### src/hdl/rmedf_pkg.sv
// Shared constants and types for the RM/EDF periodic task scheduler.
// Depends on nothing; imported by rm_edf_task_scheduler.
package rmedf_pkg;

	localparam int DEF_MAX_TASKS = 16;
	localparam int DEF_TIME_BITS = 32;
	localparam int IDX_W   = 4;
	localparam int CNT_W   = 16;
	localparam int LEN_W   = 32;
	localparam int MAX_RES = 3;

	// input operation codes
	localparam logic [1:0] OP_LOAD = 2'd0;
	localparam logic [1:0] OP_TICK = 2'd1;
	localparam logic [1:0] OP_LAST = 2'd2;
	localparam logic [1:0] OP_READ = 2'd3;

	// record kinds
	localparam logic [2:0] K_IDLE = 3'd0;
	localparam logic [2:0] K_PRE  = 3'd1;
	localparam logic [2:0] K_FIN  = 3'd2;
	localparam logic [2:0] K_LOST = 3'd3;
	localparam logic [2:0] K_KILL = 3'd4;
	localparam logic [2:0] K_CNT  = 3'd5;

	// configuration register indexes
	localparam logic [1:0] REG_POLICY = 2'd0;
	localparam logic [1:0] REG_COUNT  = 2'd1;

	typedef struct packed {
		logic              killed;
		logic [CNT_W-1:0]  completed;
		logic [CNT_W-1:0]  missed;
		logic [LEN_W-1:0]  units;
		logic [IDX_W-1:0]  idx;
		logic [2:0]        kind;
	} rec_t;

endpackage

### src/hdl/rm_edf_task_scheduler.sv
// Periodic task scheduler (rate monotonic or earliest deadline first).
// Depends on rmedf_pkg. The task table is one synchronous memory.
//
// Usage:
//  - Input stream s_*: s_tuser is the operation (load, tick, last tick, read),
//    s_tdata carries task index, period and burst. One beat is taken only while
//    the block is idle.
//  - Output stream m_*: segment and counter records, m_tlast on the final
//    record that an input beat causes. Load beats produce no record.
//  - cfg_*: register writes (policy, task count), always ready; write only
//    while the block is idle.
// Sequence: a load is written from the idle state, a read passes through the
// counter state to the output beat. For N scanned tasks a tick makes one pass
// through the table memory to release tasks, one pass to pick the best ready
// task, then a read-modify-write of the running entry. The table read port
// delivers one entry per cycle. Up to two records per tick are then drained,
// one per cycle while m_tready is high.
// Reset: time, the run segment and the registers clear; the task table holds
// no defined contents until loaded. A stalled receiver holds the block in its
// drain state; no input is taken until all records are delivered.
module rm_edf_task_scheduler
	import rmedf_pkg::*;
#(
	parameter int MAX_TASKS = DEF_MAX_TASKS,
	parameter int TIME_BITS = DEF_TIME_BITS
) (
	input  logic        clk,
	input  logic        arst_n,
	input  logic        s_tvalid,
	output logic        s_tready,
	input  logic [39:0] s_tdata,   // task_index[3:0], period[19:4], burst[35:20], zero pad
	input  logic [1:0]  s_tuser,   // op[1:0]
	output logic        m_tvalid,
	input  logic        m_tready,
	output logic [71:0] m_tdata,   // task_index_res[3:0], units[35:4], missed[51:36],
	                               // completed[67:52], killed[68], zero pad
	output logic [2:0]  m_tuser,   // kind[2:0]
	output logic        m_tlast,
	input  logic        cfg_valid,
	output logic        cfg_ready,
	input  logic [1:0]  cfg_index,
	input  logic [4:0]  cfg_data
);

	localparam int IW = (MAX_TASKS > 1) ? $clog2(MAX_TASKS) : 1;
	localparam int CW = $clog2(MAX_TASKS + 1);

	typedef struct packed {
		logic                 killed;
		logic [CNT_W-1:0]     done;
		logic [CNT_W-1:0]     missed;
		logic [TIME_BITS-1:0] dl;
		logic [15:0]          work;
		logic [15:0]          burst;
		logic [15:0]          period;
	} entry_t;

	typedef enum logic [3:0] {
		S_IDLE, S_CNT, S_REL, S_PICK, S_SW, S_RRD, S_RWR, S_END, S_OUT
	} state_t;

	state_t state_q;

	// configuration
	logic            policy_q;
	logic [4:0]      task_count_q;
	logic [CW-1:0]   cnt;

	// run state
	logic [TIME_BITS-1:0] now_q;
	logic                 busy_q;
	logic [IW-1:0]        run_q;
	logic [LEN_W-1:0]     len_q;

	// item and scan
	logic [1:0]           op_q;
	logic [IDX_W-1:0]     idx_q;
	logic [CW-1:0]        scan_q;
	logic                 v_s1;
	logic [IW-1:0]        k_s1;
	logic                 found_q;
	logic [IW-1:0]        best_q;
	logic [TIME_BITS-1:0] bestv_q;

	// records
	rec_t       recs_q [MAX_RES];
	logic [1:0] rn_q;
	logic [1:0] rp_q;

	// table memory
	entry_t        mem [MAX_TASKS];
	entry_t        rd_q;
	logic [IW-1:0] rd_addr;
	logic          mem_we;
	logic [IW-1:0] mem_wa;
	entry_t        mem_wd;

	// combinational helpers
	logic                 s_acc;
	logic                 in_ok;
	logic                 issue;
	logic                 rel, lost, take, sw, fin;
	logic [TIME_BITS-1:0] pv;
	logic [15:0]          wl;
	logic [LEN_W-1:0]     len0, len1;
	logic                 emit;
	rec_t                 erec;

	assign cfg_ready = 1'b1;
	assign s_tready  = (state_q == S_IDLE);
	assign s_acc     = s_tvalid && s_tready;
	assign in_ok     = 32'(s_tdata[3:0]) < 32'(MAX_TASKS);
	assign cnt = (32'(task_count_q) > 32'(MAX_TASKS)) ? CW'(MAX_TASKS) : CW'(task_count_q);
	assign issue = scan_q < cnt;

	assign m_tvalid = (state_q == S_OUT);
	assign m_tuser  = recs_q[rp_q].kind;
	assign m_tlast  = (rp_q == rn_q - 2'd1);
	assign m_tdata  = {3'd0, recs_q[rp_q].killed, recs_q[rp_q].completed,
		recs_q[rp_q].missed, recs_q[rp_q].units, recs_q[rp_q].idx};

	// segment switch and run length update
	assign sw   = (found_q != busy_q) || (found_q && best_q != run_q);
	assign len0 = sw ? '0 : len_q;
	assign len1 = (&len0) ? len0 : len0 + 1'b1;

	// per-entry datapath
	always_comb begin
		rel    = (now_q != '0) && (now_q == rd_q.dl);
		lost   = 1'b0;
		take   = 1'b0;
		fin    = 1'b0;
		pv     = policy_q ? rd_q.dl : TIME_BITS'(rd_q.period);
		wl     = (rd_q.work != '0) ? rd_q.work - 16'd1 : 16'd0;
		mem_we = 1'b0;
		mem_wa = run_q;
		mem_wd = rd_q;
		rd_addr = IW'(s_tdata[3:0]);
		emit   = 1'b0;
		erec   = '0;
		case (state_q)
			S_IDLE: begin
				mem_wa = IW'(s_tdata[3:0]);
				mem_wd.period = s_tdata[19:4];
				mem_wd.burst  = s_tdata[35:20];
				mem_wd.work   = s_tdata[35:20];
				mem_wd.dl     = TIME_BITS'(s_tdata[19:4]);
				mem_wd.missed = '0;
				mem_wd.done   = '0;
				mem_wd.killed = 1'b0;
				mem_we = s_acc && (s_tuser == OP_LOAD) && in_ok;
			end
			S_CNT: begin
				emit      = 1'b1;
				erec.kind = K_CNT;
				erec.idx  = idx_q;
				if (32'(idx_q) < 32'(MAX_TASKS)) begin
					erec.missed    = rd_q.missed;
					erec.completed = rd_q.done;
					erec.killed    = rd_q.killed;
				end
			end
			S_REL: begin
				rd_addr = scan_q[IW-1:0];
				mem_wa  = k_s1;
				if (rel) begin
					if (rd_q.work != '0) begin
						if (!(&rd_q.missed)) mem_wd.missed = rd_q.missed + 1'b1;
						lost = busy_q && (run_q == k_s1);
					end
					mem_wd.work = rd_q.burst;
					mem_wd.dl   = rd_q.dl + TIME_BITS'(rd_q.period);
				end
				mem_we = v_s1 && rel;
				lost   = lost && v_s1;
				emit   = lost;
				erec.kind  = K_LOST;
				erec.idx   = IDX_W'(k_s1);
				erec.units = len_q;
			end
			S_PICK: begin
				rd_addr = scan_q[IW-1:0];
				take = v_s1 && (rd_q.work != '0) && (!found_q || pv < bestv_q);
			end
			S_SW: begin
				emit = sw && (len_q != '0);
				erec.kind  = busy_q ? K_PRE : K_IDLE;
				erec.idx   = busy_q ? IDX_W'(run_q) : '0;
				erec.units = len_q;
			end
			S_RRD: rd_addr = run_q;
			S_RWR: begin
				fin = (wl == '0);
				mem_wd.work = wl;
				if (fin && !(&rd_q.done)) mem_wd.done = rd_q.done + 1'b1;
				if (!fin && op_q == OP_LAST) mem_wd.killed = 1'b1;
				mem_we = 1'b1;
				emit   = fin;
				erec.kind  = K_FIN;
				erec.idx   = IDX_W'(run_q);
				erec.units = len_q;
			end
			S_END: begin
				emit = (op_q == OP_LAST) && (len_q != '0);
				erec.kind  = busy_q ? K_KILL : K_IDLE;
				erec.idx   = busy_q ? IDX_W'(run_q) : '0;
				erec.units = len_q;
			end
			default: ;
		endcase
	end

	// task table memory
	always_ff @(posedge clk) begin
		if (mem_we) mem[mem_wa] <= mem_wd;
		rd_q <= mem[rd_addr];
	end

	// record buffer payload
	always_ff @(posedge clk) begin
		if (emit) recs_q[rn_q] <= erec;
	end

	// configuration registers
	always_ff @(posedge clk or negedge arst_n) begin
		if (!arst_n) begin
			policy_q     <= 1'b0;
			task_count_q <= 5'd1;
		end else if (cfg_valid && cfg_ready) begin
			case (cfg_index)
				REG_POLICY: policy_q     <= cfg_data[0];
				REG_COUNT:  task_count_q <= cfg_data;
				default: ;
			endcase
		end
	end

	// sequencer and run state
	always_ff @(posedge clk or negedge arst_n) begin
		if (!arst_n) begin
			state_q <= S_IDLE;
			now_q   <= '0;
			busy_q  <= 1'b0;
			run_q   <= '0;
			len_q   <= '0;
			op_q    <= OP_LOAD;
			idx_q   <= '0;
			scan_q  <= '0;
			v_s1    <= 1'b0;
			k_s1    <= '0;
			found_q <= 1'b0;
			best_q  <= '0;
			bestv_q <= '0;
			rn_q    <= '0;
			rp_q    <= '0;
		end else begin
			if (emit) rn_q <= rn_q + 2'd1;
			case (state_q)
				S_IDLE: begin
					if (s_acc) begin
						op_q   <= s_tuser;
						idx_q  <= s_tdata[3:0];
						scan_q <= '0;
						v_s1   <= 1'b0;
						case (s_tuser)
							OP_READ: state_q <= S_CNT;
							OP_TICK, OP_LAST: state_q <= S_REL;
							default: state_q <= S_IDLE;
						endcase
					end
				end
				S_CNT: state_q <= S_OUT;
				S_REL, S_PICK: begin
					v_s1 <= issue;
					k_s1 <= scan_q[IW-1:0];
					if (issue) scan_q <= scan_q + 1'b1;
					if (lost) begin
						len_q  <= '0;
						busy_q <= 1'b0;
					end
					if (take) begin
						found_q <= 1'b1;
						best_q  <= k_s1;
						bestv_q <= pv;
					end
					if (!issue && !v_s1) begin
						scan_q  <= '0;
						found_q <= (state_q == S_PICK) ? found_q : 1'b0;
						state_q <= (state_q == S_REL) ? S_PICK : S_SW;
					end
				end
				S_SW: begin
					len_q <= len1;
					if (sw) begin
						busy_q <= found_q;
						run_q  <= found_q ? best_q : '0;
					end
					state_q <= (sw ? found_q : busy_q) ? S_RRD : S_END;
				end
				S_RRD: state_q <= S_RWR;
				S_RWR: begin
					if (fin) begin
						len_q  <= '0;
						busy_q <= 1'b0;
					end
					state_q <= S_END;
				end
				S_END: begin
					if (op_q == OP_LAST) begin
						now_q  <= '0;
						busy_q <= 1'b0;
						run_q  <= '0;
						len_q  <= '0;
					end else begin
						now_q <= now_q + 1'b1;
					end
					state_q <= (emit || rn_q != '0) ? S_OUT : S_IDLE;
				end
				S_OUT: begin
					if (m_tready) begin
						if (m_tlast) begin
							rp_q    <= '0;
							rn_q    <= '0;
							state_q <= S_IDLE;
						end else begin
							rp_q <= rp_q + 2'd1;
						end
					end
				end
				default: state_q <= S_IDLE;
			endcase
		end
	end

	// no input beat is taken while records are pending
	a_no_overlap: assert property (@(posedge clk) disable iff (!arst_n)
		m_tvalid |-> !s_tready)
		else $error("input taken while records pending");

	// draining only happens with at least one record buffered
	a_out_nonempty: assert property (@(posedge clk) disable iff (!arst_n)
		(state_q == S_OUT) |-> (rn_q != 2'd0 && rp_q < rn_q))
		else $error("drain with empty record buffer");

	// final beat returns the block to idle
	a_last_idle: assert property (@(posedge clk) disable iff (!arst_n)
		(m_tvalid && m_tready && m_tlast) |=> (s_tready && !m_tvalid))
		else $error("block not idle after final record");

	// a last tick always leaves the run segment closed
	a_last_clears: assert property (@(posedge clk) disable iff (!arst_n)
		(state_q == S_END && op_q == OP_LAST) |=> (now_q == '0 && !busy_q && len_q == '0))
		else $error("run state not cleared after last tick");

endmodule

### config.mk
export PLATFORM = sky130hd
export DESIGN_NAME = rm_edf_task_scheduler
export DESIGN_NICKNAME = d
export VERILOG_FILES = /design/src/hdl/rmedf_pkg.sv /design/src/hdl/rm_edf_task_scheduler.sv
export SDC_FILE = /design/constraint.sdc
export NUM_CORES = 2
export LEC_CHECK = 0
export BUFFER_PORTS_ARGS = -buffer_cell sky130_fd_sc_hd__buf_4
export CAP_MARGIN = 5
export CORE_ASPECT_RATIO = 0.6
export CORE_MARGIN = 5
export CORE_UTILIZATION = 55
export CTS_CLUSTER_DIAMETER = 120
export DETAILED_ROUTE_END_ITERATION = 7
export PLACE_DENSITY = 0.71
export SLEW_MARGIN = 20
export SYNTH_ARGS = -nofsm -noshare
export SYNTH_HDL_FRONTEND = slang
export SYNTH_SLANG_ARGS = --single-unit
### constraint.sdc
create_clock -name clk -period 23.1 [get_ports clk]
set_input_delay 1.155 -clock clk [delete_from_list [all_inputs] [get_ports clk]]
set_output_delay 1.155 -clock clk [all_outputs]
set_load 0.1 [all_outputs]
# After elaboration in Yosys (flattened, before gate mapping)
# Memories as Yosys holds them, arrays and structs flattened. A register that Yosys moved wholly into a read port is not among the register bits.
# Index checks and enable logic that the tools add are counted.
# word_totals
regBits	136
mem_count	2
inputBits	54
elab_cells	182
out_inout_bits	79
ramBits	2024
# classes
n_reduce_logical	51
n_eq_ne	28
magnitude_cmp	3
mux	71
addsub	10
# mem_list
name	depth	word_bits	read_ports	rd_clocked_by_memory_dff	write_ports	line_no	text
mem	16	113	1	1	1	rm_edf_task_scheduler.sv:91	entry_t mem [MAX_TASKS];
recs_q	3	72	1	0	1	rm_edf_task_scheduler.sv:86	rec_t recs_q [MAX_RES];
# ops
op	count
two-way mux 32 bit	9
one-hot mux 32 bit (4 select lines)	1
one-hot mux 48 bit (2 select lines)	1
adder 32 x 1 -> 32 bit, second input constant	2
two-way mux 16 bit	4
two-way mux 64 bit	1
nonzero test 32 bit	2
one-hot mux 16 bit (3 select lines)	1
two-way mux 4 bit	9
one-hot mux 7 bit (5 select lines)	1
one-hot mux 17 bit (2 select lines)	1
two-way mux 33 bit	1
adder 16 x 1 -> 16 bit, second input constant	2
adder 32 x 16 -> 32 bit	1
== test 32 bit	1
< comparator 32 bit	1
one-hot mux 4 bit (8 select lines)	1
AND reduction 16 bit	2
AND reduction 32 bit	1
one-hot mux 4 bit (2 select lines)	3
two-way mux 1 bit	20
two-way mux 5 bit	4
== test 4 x 3 -> 1 bit, second input constant	4
logical NOT 16 bit	1
39 further kinds	89

# Depth between registers and ports, before layout
# depth
depth_word	11
mapped_depth	15
ltp_nobuf	12

# Worst setup path after synthesis
# OpenSTA, ideal clock, no wires.
# synth_path
path_type	register to register
start	register state_q[2]
end	memory mem[13][0] (netlist bit) (enable)
path_buffers	1
synth_period_minus_slack_ns	7.617
required_time_ns	22.514
path_slack_ns	15.483
t_arrival_ns	7.031
setup_ns	0.586
path_stages_with_launch	8
path_cell_list	dfrtp_1 -> clkbuf_1 -> nor3_1 -> nand2_1 -> nor4_1 -> nand2_1 -> a311o_1 -> nor2_1
# synth_between
elab_chain_cells	6
elab_cells_between_ends	9
classes_between	eq/ne (2); mux (4); reduce/logical (3)
# synth_lines
element	line_no	text
from (decl)	rm_edf_task_scheduler.sv:62	state_t state_q;
from (signal assigned)	rm_edf_task_scheduler.sv:289	state_q <= (state_q == S_REL) ? S_PICK : S_SW;
from (signal assigned)	rm_edf_task_scheduler.sv:298	state_q <= (sw ? found_q : busy_q) ? S_RRD : S_END;
from (signal assigned)	rm_edf_task_scheduler.sv:317	state_q <= (emit || rn_q != '0) ? S_OUT : S_IDLE;
logical NOT 4 bit	rm_edf_task_scheduler.sv:110, rm_edf_task_scheduler.sv:141	
logical AND 1 bit	rm_edf_task_scheduler.sv:111	assign s_acc = s_tvalid && s_tready;
logical AND 1 bit	rm_edf_task_scheduler.sv:151	mem_we = s_acc && (s_tuser == OP_LOAD) && in_ok;
one-hot mux 1 bit (3 select lines)	rm_edf_task_scheduler.sv:141	case (state_q)
two-way mux 1 bit	rm_edf_task_scheduler.sv:215	if (mem_we) mem[mem_wa] <= mem_wd;
two-way mux 1 bit (implied by the code)	rm_edf_task_scheduler.sv:215	
to (decl)	rm_edf_task_scheduler.sv:91	
# Several ways; a longest one is shown, not always the timed one.

# Final worst setup path
# layout_path
start	register state_q[3]
end	register rd_q[15] (netlist name)
# layout_between
elab_chain_cells	3
elab_cells_between_ends	5
classes_between	eq/ne (3); mux (1); reduce/logical (1)
# layout_lines
element	line_no
== test 4 x 2 -> 1 bit	rm_edf_task_scheduler.sv:141
OR reduction 2 bit (no source line)	-
one-hot mux 4 bit (2 select lines) (*)	rm_edf_task_scheduler.sv:141
# Mark *: on every way between the ends. The rest lies on a longest branch, timed or not.
# A chain may end at the register's enable or synchronous reset.

==> out/metrics.cfg <==
[run_status]
outcome=finished clean

[clock_tree]
tritoncts_num_sinks=2273
postCtsResizedCells=0
tritoncts.num_buffers=204
cts_tree=done
ctsRootBufferMaster=clkbuf_16
postCtsHoldBufs=0
clock_tree.htree_level_count=4
max_root_sink_buffers=4
worst_skew_pair.late_latency_ps=860
postCtsSetupRepairBufs=0
clkSlewWorstSetupHoldPaths_ps=70

[timing]
rsz0062_at_grt=no
max_freq_mhz=152
finalSetupTns_ps=0
skew_ps=65.5
report.final.hold_viol_count=0
finalCritPeriodShare=0.284
final_max_slew_viol_count=0
slew_headroom=0.215
worst_pin_slew_ps=1180
final.setup.worst_slack_ps=16540
period_minus_slack_ps=6570
setup-violations-final=0

[die]
core_area_um2=170000
effective_utilization_at_floorplan=0.555
die_area_um2=180000
dieHeight_um=331
row_count=117
die-width_um=545
design.portCount=133

[placed_design]
post-place-ws_ps=16630
port_bufs=124
placedInstanceArea_um2=97500
dp_wirelength_um=135000
routabilityCongestion=0.900

[finish]
syn2layout_area_growth_pct=10.4
fin_area_um2=104000
drive_gt1_frac=0.0851
layout.core_utilization=0.612
final_net_count=7817

[setup_path]
timing.critical_path.required_ps=23830
critical_path_arrival_ps=7290
worst_path_largest_cell_delay_ps=850
timing.critical_path.cells=nor4bb_1 > buf_4 > a22oi_2 > buf_4 > and2_4 > buf_4 > buf_4 > buf_4 > buf_4 > nand3_1 > a32oi_1 > nand3_1
ff2ff_path_depth=12
setup.worst_path.class=flop to flop
timing.critical_path.slowest_stage_cell=buf_4
worstPathMaxFanout=75
worst_path_most_repeated_cell=buf_4
timing.critical_path.to_type=flop
register_to_register_setup_slack_ps=16540
worst_setup_path_start_kind=flop

[logic_synthesis]
synthArstFlopShare=0.0598
synth_seq_area_share=0.704
ys_types=80
synth.ff_latch_count=2273
avgSynthCellArea_um2=12.2
total_standard_cell_area_after_synthesis_um2=94400
post_synth_inst_count=7759
yosysWarningCount=0
synth_top_flop_cell=edfxtp_1
synth_enable_flop_cells=2024

[global_routing]
total_congestion_overflow_after_global_routing=0
first_pass_grt_wire_length_um=386000
globalRouteTotalUtil=0.284
grt_antenna_before_repair=6
grt_start_max_net_pins=180
via_count_of_the_first_global_routing_pass=60600

[power]
power.ir.vdd_worst_uv=184
p_leak_nw=37.1
power_total_mw=17.0
power.density_nw_per_um2=163

[route]
drc=0
first_iter_violations=8829
dr_total_vias=64500
post_dr_vias_cell=6.37
drt_wl_total_um=259000
antenna_left=0
dr.pass1.iters=7
post_drt_wl_per_cell_um=25.6

[job]
total_of_max_cap_violations=0

[worst_hold_path]
class_of_the_worst_hold_path=input pin to async pin

worst paths after layout:
path                                         from               endpoint
setup / recovery           state_q[3]$_DFFE_PN0P_       rd_q[15]$_DFF_P_
hold / removal                             arst_n  len_q[19]$_DFFE_PN0P_
setup reg to reg           state_q[3]$_DFFE_PN0P_       rd_q[15]$_DFF_P_
hold reg to reg              idx_q[3]$_DFFE_PN0P_   idx_q[3]$_DFFE_PN0P_
max in group asynchronous                  arst_n  now_q[18]$_DFFE_PN0P_
min in group clk             idx_q[3]$_DFFE_PN0P_   idx_q[3]$_DFFE_PN0P_
report_power, final:
| group | switching [mW] | total [mW] | leakage [nW] | internal, mW |
|---|---|---|---|---|
| Sequential | 0.429 | 6.37 | 21.2 | 5.95 |
| Combinational | 5.44 | 7.22 | 12.7 | 1.78 |
| Clock | 1.48 | 3.36 | 3.21 | 1.88 |
| Total | 7.35 | 17.0 | 37.1 | 9.61 |
kinds of logic after synthesis:
logic type,Yosys count,share of synthesized area
adders and majority gates,65,0.00867
and+or+nand+nor,3772,0.180
other,2,0.0000796
DFF,2273,0.704
AOI/OAI and AO/OA,824,0.0604
muxes,131,0.0142
xor gates and xnor gates,81,0.00752
buffers and inverters,611,0.0254
critical path, delay by kind of cell (launching register included):
kind | cells | cell delay [ps]
buffers and inverters | 6 | 3710
AOI/OAI and AO/OA | 2 | 470
DFF | 1 | 720
and+or+nand+nor | 4 | 1190
layer usage:
metal	vias to the layer above	GRT usage	wire, um
li1	28400	-	-
met1	31800	0.433	107000
met2	3773	0.412	113000
met3	454	0.0627	31200
met4	8	0.0800	7370
met5	-	0.00371	132
state kept, by name, summed over array words and instances (netlist names), 5 cells and up:
name and cells:
bestv_q 32, len_q 32, rd_q 113, now_q 32
task_count_q 5, mem 1808, scan_q 5, recs_q 216
final cells by class:
cell class                 instances  area, um2
multi-input combinational       4877      25900
clock buffer                     272       5630
sequential                      2273      66500
inverter                          84        317
antenna                            2       5.00
clock inverter                   100        902
fill                           12900      65900
timing repair buffer             259       2150
tap                             2261       2830
Yosys cell counts, types with 54 or more instances:
master | count | area, um2
and2_1 | 80 | 500
ha_1 | 63 | 788
nand3_1 | 1174 | 5880
a211oi_1 | 121 | 908
edfxtp_1 | 2024 | 60800
and3_1 | 152 | 951
xor2_1 | 58 | 508
nand2_1 | 1978 | 7420
o21ai_0 | 182 | 911
inv_1 | 84 | 315
dfxtp_1 | 113 | 2260
a31oi_1 | 165 | 1030
a21oi_1 | 54 | 270
nor2_1 | 124 | 465
dfrtp_1 | 135 | 3380
nand4_1 | 82 | 513
clkbuf_1 | 435 | 1630
a32oi_1 | 114 | 998
mux2i_1 | 105 | 1050
cells in the final DEF, fill, tap and decap left out, types with 44 or more instances in the layout:
cell type and instances:
and2_1 75, a211oi_1 121, edfxtp_1 2024, o21ai_0 179, a32oi_1 114, dfrtp_1 132
nand3_1 1174, nand2_1 1976, ha_1 63, inv_1 83, dfxtp_1 113, a31oi_1 165
buf_4 240, and3_1 150, mux2i_1 91, nor2_1 106, clkbuf_16 207, clkbuf_1 44
nand4_1 82, xor2_1 58, a21oi_1 48
through the flow:
| step | hold WS, ps | instances |
|---|---|---|
| after floorplan | 463 | 7761 |
| after detailed placement | 496 | 9750 |
| after CTS | 290 | 10100 |
| final | 307 | 10100 |
| after global routing | 338 | 10100 |
| after global placement | 485 | 9749 |
(Power assumes the default switching activity.)
